<file path="src/rtl/sndx_pkg.sv">
// Package for the streaming Soundex coder.
// Holds letter constants, the letter code table, and the queue item types.
// No dependencies.
package sndx_pkg;

  localparam logic [7:0] UPPER_A   = 8'h41;
  localparam logic [7:0] UPPER_Z   = 8'h5A;
  localparam logic [7:0] LOWER_A   = 8'h61;
  localparam logic [7:0] LOWER_Z   = 8'h7A;
  localparam logic [7:0] CASE_DIFF = 8'h20;

  localparam int unsigned NUM_LETTERS = 26;
  localparam int unsigned NUM_DIGITS  = 3;
  localparam logic [1:0]  DIGITS_FULL = 2'(NUM_DIGITS);

  // Default queue depths (class queue between front and back, result queue).
  localparam int unsigned CLASS_DEPTH  = 2;
  localparam int unsigned RESULT_DEPTH = 2;

  // Soundex code per letter A..Z; H, W and Y count as vowels.
  localparam logic [2:0] CODE_TABLE [NUM_LETTERS] = '{
    3'd0, 3'd1, 3'd2, 3'd3, 3'd0, 3'd1, 3'd2, 3'd0, 3'd0, 3'd2, 3'd2, 3'd4, 3'd5,
    3'd5, 3'd0, 3'd1, 3'd2, 3'd6, 3'd2, 3'd3, 3'd0, 3'd1, 3'd0, 3'd2, 3'd0, 3'd2
  };

  // One classified byte, as handed from front to back.
  typedef struct packed {
    logic       is_letter;
    logic [7:0] upper;
    logic [2:0] code;
    logic       last;
  } class_item_t;

  // One finished code.
  typedef struct packed {
    logic [7:0] lead_letter;
    logic [2:0] digit_one;
    logic [2:0] digit_two;
    logic [2:0] digit_three;
    logic       no_letters;
  } result_t;

endpackage

</file>
<file path="src/rtl/sndx_fifo.sv">
// Small show-ahead queue built from flip-flops.
// Used between front and back and for finished results. No package needed.
module sndx_fifo #(
  parameter int unsigned DEPTH = 2,
  parameter int unsigned WIDTH = 8
) (
  input  logic             clk,
  input  logic             rst,
  input  logic             push,
  input  logic [WIDTH-1:0] wdata,
  output logic             full,
  input  logic             pop,
  output logic [WIDTH-1:0] rdata,
  output logic             empty
);

  localparam int unsigned IDX_W = (DEPTH > 1) ? $clog2(DEPTH) : 1;
  localparam int unsigned CNT_W = $clog2(DEPTH + 1);
  localparam logic [IDX_W-1:0] LAST_IDX = IDX_W'(DEPTH - 1);
  localparam logic [CNT_W-1:0] FULL_CNT = CNT_W'(DEPTH);

  logic [WIDTH-1:0] slots [DEPTH];
  logic [IDX_W-1:0] wr_ptr;
  logic [IDX_W-1:0] rd_ptr;
  logic [CNT_W-1:0] count;
  logic             do_push;
  logic             do_pop;

  assign full    = (count == FULL_CNT);
  assign empty   = (count == '0);
  assign do_push = push && !full;
  assign do_pop  = pop && !empty;
  assign rdata   = slots[rd_ptr];

  always_ff @(posedge clk) begin
    if (rst) begin
      wr_ptr <= '0;
      rd_ptr <= '0;
      count  <= '0;
    end else begin
      if (do_push) begin
        wr_ptr <= (wr_ptr == LAST_IDX) ? '0 : wr_ptr + 1'b1;
      end
      if (do_pop) begin
        rd_ptr <= (rd_ptr == LAST_IDX) ? '0 : rd_ptr + 1'b1;
      end
      if (do_push && !do_pop) begin
        count <= count + 1'b1;
      end else if (do_pop && !do_push) begin
        count <= count - 1'b1;
      end
    end
  end

  always_ff @(posedge clk) begin
    if (do_push) begin
      slots[wr_ptr] <= wdata;
    end
  end

endmodule

</file>
<file path="src/rtl/sndx_front.sv">
// Front end of the Soundex coder: classifies each raw byte.
// Depends on sndx_pkg for letter constants, the code table and class_item_t.
module sndx_front (
  input  logic                 [7:0] char_in,
  input  logic                       last_char,
  output sndx_pkg::class_item_t      item
);
  import sndx_pkg::*;

  logic       is_upper;
  logic       is_lower;
  logic [7:0] upper;
  logic [4:0] letter_idx;

  assign is_upper   = (char_in >= UPPER_A) && (char_in <= UPPER_Z);
  assign is_lower   = (char_in >= LOWER_A) && (char_in <= LOWER_Z);
  assign upper      = is_lower ? (char_in - CASE_DIFF) : char_in;
  // Only meaningful for letters; clamp others to a valid table slot.
  assign letter_idx = (is_upper || is_lower) ? 5'(upper - UPPER_A) : 5'd0;

  always_comb begin
    item.is_letter = is_upper || is_lower;
    item.upper     = upper;
    item.code      = CODE_TABLE[letter_idx];
    item.last      = last_char;
  end

endmodule

</file>
<file path="src/rtl/sndx_back.sv">
// Back end of the Soundex coder: run test, digit store and result forming.
// Depends on sndx_pkg for class_item_t, result_t and digit constants.
module sndx_back (
  input  logic                       clk,
  input  logic                       rst,
  input  sndx_pkg::class_item_t      item,
  input  logic                       item_valid,
  output logic                       item_take,
  input  logic                       res_full,
  output logic                       res_push,
  output sndx_pkg::result_t          res
);
  import sndx_pkg::*;

  logic       seen_letter, seen_letter_next;
  logic [7:0] first_letter, first_letter_next;
  logic [2:0] prev_code, prev_code_next;
  logic [1:0] digit_count, digit_count_next;
  logic [2:0] digit0, digit0_next;
  logic [2:0] digit1, digit1_next;
  logic [2:0] digit2, digit2_next;
  logic       add_digit;

  // A final byte needs room in the result queue; others always go.
  assign item_take = item_valid && (!item.last || !res_full);
  assign res_push  = item_take && item.last;

  always_comb begin
    seen_letter_next  = seen_letter;
    first_letter_next = first_letter;
    prev_code_next    = prev_code;
    digit_count_next  = digit_count;
    digit0_next       = digit0;
    digit1_next       = digit1;
    digit2_next       = digit2;
    add_digit         = 1'b0;

    if (item.is_letter) begin
      if (!seen_letter) begin
        seen_letter_next  = 1'b1;
        first_letter_next = item.upper;
      end else begin
        add_digit = (item.code != prev_code) && (item.code != 3'd0) &&
                    (digit_count < DIGITS_FULL);
      end
      prev_code_next = item.code;
    end

    if (add_digit) begin
      case (digit_count)
        2'd0:    digit0_next = item.code;
        2'd1:    digit1_next = item.code;
        default: digit2_next = item.code;
      endcase
      digit_count_next = digit_count + 1'b1;
    end

    res.lead_letter = seen_letter_next ? first_letter_next : 8'd0;
    res.digit_one   = digit0_next;
    res.digit_two   = digit1_next;
    res.digit_three = digit2_next;
    res.no_letters  = !seen_letter_next;
  end

  always_ff @(posedge clk) begin
    if (rst || res_push) begin
      seen_letter  <= 1'b0;
      first_letter <= '0;
      prev_code    <= '0;
      digit_count  <= '0;
      digit0       <= '0;
      digit1       <= '0;
      digit2       <= '0;
    end else if (item_take) begin
      seen_letter  <= seen_letter_next;
      first_letter <= first_letter_next;
      prev_code    <= prev_code_next;
      digit_count  <= digit_count_next;
      digit0       <= digit0_next;
      digit1       <= digit1_next;
      digit2       <= digit2_next;
    end
  end

endmodule

</file>
<file path="src/rtl/soundex_encoder_top.sv">
// Streaming Soundex coder, top level. Uses sndx_pkg, sndx_front, sndx_fifo, sndx_back.
// Throughput: one byte per cycle, sustained, while results are drained.
// Path of a final byte: it waits in the class queue, then the back end forms the code
//   as it pushes it into the result queue, where it shows with empty low.
// Reset (rst, synchronous, active high) empties both queues and clears the
//   per-name state, so the next byte starts a new name.
module soundex_encoder_top #(
  parameter int unsigned CLASS_DEPTH  = sndx_pkg::CLASS_DEPTH,
  parameter int unsigned RESULT_DEPTH = sndx_pkg::RESULT_DEPTH
) (
  input  logic       clk,
  input  logic       rst,
  // input side: a transaction moves one byte of the name
  input  logic [7:0] char_in,
  input  logic       last_char,
  input  logic       push,
  output logic       full,
  // result side: a transaction moves one finished code
  output logic [7:0] lead_letter,
  output logic [2:0] digit_one,
  output logic [2:0] digit_two,
  output logic [2:0] digit_three,
  output logic       no_letters,
  output logic       empty,
  input  logic       pop
);
  import sndx_pkg::*;

  localparam int unsigned CLASS_W  = $bits(class_item_t);
  localparam int unsigned RESULT_W = $bits(result_t);

  class_item_t front_item;
  class_item_t back_item;
  logic        class_empty;
  logic        class_take;
  logic        res_full;
  logic        res_push;
  result_t     res_in;
  result_t     res_out;

  // Classify each byte: letter test, upper-casing, code lookup.
  sndx_front u_front (
    .char_in   (char_in),
    .last_char (last_char),
    .item      (front_item)
  );

  // Class queue: full here is full to the outside, so the front
  // stalls only when the back end has fallen behind.
  sndx_fifo #(
    .DEPTH (CLASS_DEPTH),
    .WIDTH (CLASS_W)
  ) u_class_q (
    .clk   (clk),
    .rst   (rst),
    .push  (push),
    .wdata (front_item),
    .full  (full),
    .pop   (class_take),
    .rdata (back_item),
    .empty (class_empty)
  );

  // Run test and digit store; on the final byte, push the finished code
  // and clear the per-name state in the same cycle.
  sndx_back u_back (
    .clk        (clk),
    .rst        (rst),
    .item       (back_item),
    .item_valid (!class_empty),
    .item_take  (class_take),
    .res_full   (res_full),
    .res_push   (res_push),
    .res        (res_in)
  );

  // Result queue: hold finished codes until the consumer pops them, so a
  // waiting result holds back only a final byte, and only once this queue is full.
  sndx_fifo #(
    .DEPTH (RESULT_DEPTH),
    .WIDTH (RESULT_W)
  ) u_result_q (
    .clk   (clk),
    .rst   (rst),
    .push  (res_push),
    .wdata (res_in),
    .full  (res_full),
    .pop   (pop),
    .rdata (res_out),
    .empty (empty)
  );

  assign lead_letter = res_out.lead_letter;
  assign digit_one   = res_out.digit_one;
  assign digit_two   = res_out.digit_two;
  assign digit_three = res_out.digit_three;
  assign no_letters  = res_out.no_letters;

endmodule
</file>
<file path="config.mk">
export PLATFORM = sky130hd
export DESIGN_NAME = soundex_encoder_top
export DESIGN_NICKNAME = d
export VERILOG_FILES = /design/src/rtl/sndx_pkg.sv /design/src/rtl/sndx_fifo.sv /design/src/rtl/sndx_front.sv /design/src/rtl/sndx_back.sv /design/src/rtl/soundex_encoder_top.sv
export SDC_FILE = /design/constraint.sdc
export NUM_CORES = 1
export LEC_CHECK = 0
export BUFFER_PORTS_ARGS = -buffer_cell sky130_fd_sc_hd__buf_2
export CORE_ASPECT_RATIO = 0.75
export CORE_MARGIN = 4
export CORE_UTILIZATION = 60
export DETAILED_ROUTE_END_ITERATION = 6
export GPL_TIMING_DRIVEN = 1
export MAX_ROUTING_LAYER = met4
export PLACE_DENSITY = 0.81
export SETUP_SLACK_MARGIN = 0.05
export SYNTH_ARGS = -nofsm -noshare
export SYNTH_HDL_FRONTEND = slang
export SYNTH_HIERARCHICAL = 1
export SYNTH_SLANG_ARGS = --single-unit
</file>
<file path="constraint.sdc">
create_clock -name clk -period 8.5 [get_ports clk]
set_clock_uncertainty 0.05 [all_clocks]
set_input_delay 0.85 -clock clk [delete_from_list [all_inputs] [get_ports clk]]
set_output_delay 0.85 -clock clk [all_outputs]
set_load 0.02 [all_outputs]
</file>
==> impl_metrics.yaml <==
setup_path:
  start_kind: "register"
  worstPathArrival_ns: 3.32
  crit_slowest_cell: "dfxtp_1"
  crit_required_ns: 8.44
  slowest_delay_ns: 0.70
  end_kind: "register"
  cp_num_buf_inv: 3
  crit_family: "buffers and inverters"
  crit_chain: "mux2_2 > nand2_1 > nand2_1 > inv_1 > and2_1 > inv_1 > or3_1 > inv_1"
  cp_max_fo: 20
  cp_common_cell: "inv_1"
  crit_type: "reg -> reg"
clock_tree:
  clock-sinks: 95
  clock_path_buffers: 2
  cts_setup_buffers: 0
  cts_hold_buffers: 0
  ctsResizeCount: 0
  clock_latency_ns: 0.35
  path_clk_slew_ns: 0.09
  cts_tree: "yes"
  cts_buffers: 9
  clockRootBuffer: "clkbuf_8"
  cts_htree_levels: 3
timing:
  finalSetupViolCount: 0
  hold_ws_ns: 0.412
  fin_ws_ns: 5.13
  fin_setup_tns_ns: 0
  min_period_ns: 3.37
  max_freq_ghz: 0.296
  slew_viol_final: 0
  hold_viol: 0
  post-route-period-util_pct: 39.7
  tightestPinTransition_ns: 1.04
  grt_setup_unrepaired: "no"
  max_slew_margin_pct: 30.2
drt:
  drt-pass1-iter-count: 4
  drt_iter0_drc: 193
  routed_via_density: 5.52
  routed_wl_microns: 7360
  route.detailed.drc: 0
  antenna_left: 0
  vias: 2692
  wire_per_inst_microns: 15.1
finish:
  multiInputGateArea_sq_um: 1730
  final_layout_size_suffix_gt1_share_pct: 25.6
  syn_to_final_growth_pct: 8.29
  layout.area.seq_sq_um: 2520
  fillers: 505
  n_antenna_cell: 0
  fin_nets: 412
outcome:
  status: "completed"
floorplan:
  ios: 33
  num_rows: 26
  die_h_microns: 82.4
  dieArea_sq_um: 8820
  core_sq_um: 6990
  initial_core_util_pct: 63.2
  die_width_microns: 107
global_routing:
  grt_max_degree: 21
  antenna_found_initial: 0
  grt_usage_pct: 18.7
  grt_pass1_wl_microns: 12500
  gr-total-overflow: 0
  grt_pass1_vias: 2570
place:
  place_ws_ns: 4.84
  hpwlAfterDp_microns: 5190
  io_buffers: 32
  gp_congestion: 0.906
synth:
  syn_area_sq_um: 4420
  yosys_warnings: 6
  netlist_instances: 361
  synth_enable_flop_cells: 62
  syn_area_per_cell_sq_um: 12.3
  synth_cell_type_count: 50
  yosys_register_bits: 95
  synthArstFlopShare_pct: 0
  syn-num-nets: 388
  ys_seq_area_share_pct: 57.0
  synth_top_flop_cell: "edfxtp_1"
pwr:
  leakagePower_nw: 1.80
  powerDensity_nw_per_um2: 287
  power_mw: 1.37
  peakVddDrop_mv: 0.0999
flow_run:
  cap_violations: 0
min_path:
  hold_path_class: "reg -> reg"
-- power breakdown --
group	internal, mW	switching (mW)
logic	0.168	0.271
clock network	0.137	0.150
registers	0.591	0.0549
total	0.896	0.476
-- placed cells by master, fill, tap and decap left out, types with 2 or more instances in the layout --
| master | count |
|---|---|
| edfxtp_1 | 62 |
| mux2_2 | 40 |
| nand2_1 | 35 |
| dfxtp_1 | 33 |
| buf_2 | 32 |
| a21oi_1 | 20 |
| nor2_1 | 18 |
| inv_1 | 14 |
| mux2i_1 | 14 |
| ha_1 | 14 |
| nand3_1 | 13 |
| xor2_1 | 10 |
| o21ai_0 | 10 |
| clkbuf_8 | 9 |
| a22o_1 | 8 |
| nor3_1 | 5 |
| and2_1 | 4 |
| or3_1 | 4 |
| clkinvlp_4 | 3 |
| nor3_2 | 2 |
| nor3b_1 | 2 |
| nor2b_1 | 2 |
| or2_2 | 2 |
| nor2b_2 | 2 |
| a31oi_1 | 2 |
| nand2b_1 | 2 |
| xnor2_2 | 2 |
-- cell families after synthesis --
kind of cell	Yosys count	share of synthesized area, %
buf+inv	33	3.76
flops	95	57.0
xor+xnor	12	2.72
fa+ha+maj	14	3.96
simple gates	103	12.0
compound gates	49	6.82
mux	55	13.7
-- metal layers --
metal	vias to the layer above	track usage, %	share of wire [%]	wire length (microns)
met5	-	-	0	0
met4	0	3.45	0.69	51
met3	8	5.36	4.8	352
met2	44	29.2	46	3380
met1	1295	24.9	49	3570
li1	1345	-	-	-
-- synth_stat cells (all sizes together) (5+ instances only) --
cell type  instances  share of area (%)
edfxtp            62                 42
mux2              41                 11
nand2             35                3.0
dfxtp             33                 15
a21oi             20                2.3
nor2              18                1.5
buf               15                2.2
ha                14                4.0
inv               14                1.2
mux2i             14                3.2
nand3             13                1.5
o21ai             11                1.2
xor2              10                2.0
a22o               8                1.6
nor3               7                1.0
or3                5               0.74
-- layout make-up --
type                            instances  area share [%]
Sequential cell                        95            52.7
Multi-Input combinational cell        233            36.2
Timing Repair Buffer                   32            3.34
Clock buffer                           10            2.66
Tap cell                               98            2.56
Clock inverter                          6            1.46
Inverter                               14            1.10
-- flip-flops by register name, indices dropped and copies added, names as in the netlist, named ones only --
name and flops:
u_result_q/count 2, u_back/digit1 3, u_back/seen_letter 1, u_class_q/rd_ptr 1
u_back/first_letter 8, u_class_q/slots 26, u_class_q/count 2, u_back/digit0 3
u_back/prev_code 3, u_result_q/slots 36, u_back/digit2 3, u_result_q/wr_ptr 1
u_back/digit_count 2, u_result_q/rd_ptr 1, u_class_q/wr_ptr 1
-- worst min-delay path, delay by kind of cell, from the launching register on --
kind	cells	cell delay, ns
mux	1	0.05
simple gates	1	0.05
flops	1	0.31
-- stage by stage --
step | instance area [sq um] | cells | util (%)
2_1_floorplan | 4420 | 361 | -
3_3_place_gp | 4590 | 472 | 65.7
3_5_place_dp | 4590 | 472 | 65.7
4_1_cts | 4790 | 488 | 68.5
5_1_grt | 4790 | 488 | 68.5
6_report | 4790 | 488 | 68.5
-- path summary, 6_finish.rpt --
path         cells after the start                                to  slack (ns)                     startpoint
max                              8  u_result_q/slots[0][9]$_DFFE_PP_        5.13                       register
min reg2reg                      2     u_back/digit0[0]$_SDFFE_PP0N_        0.41  u_back/digit0[0]$_SDFFE_PP0N_
min                              2     u_back/digit0[0]$_SDFFE_PP0N_        0.41  u_back/digit0[0]$_SDFFE_PP0N_
max reg2reg                      8  u_result_q/slots[0][9]$_DFFE_PP_        5.13                       register
(Power assumes the default switching activity.)
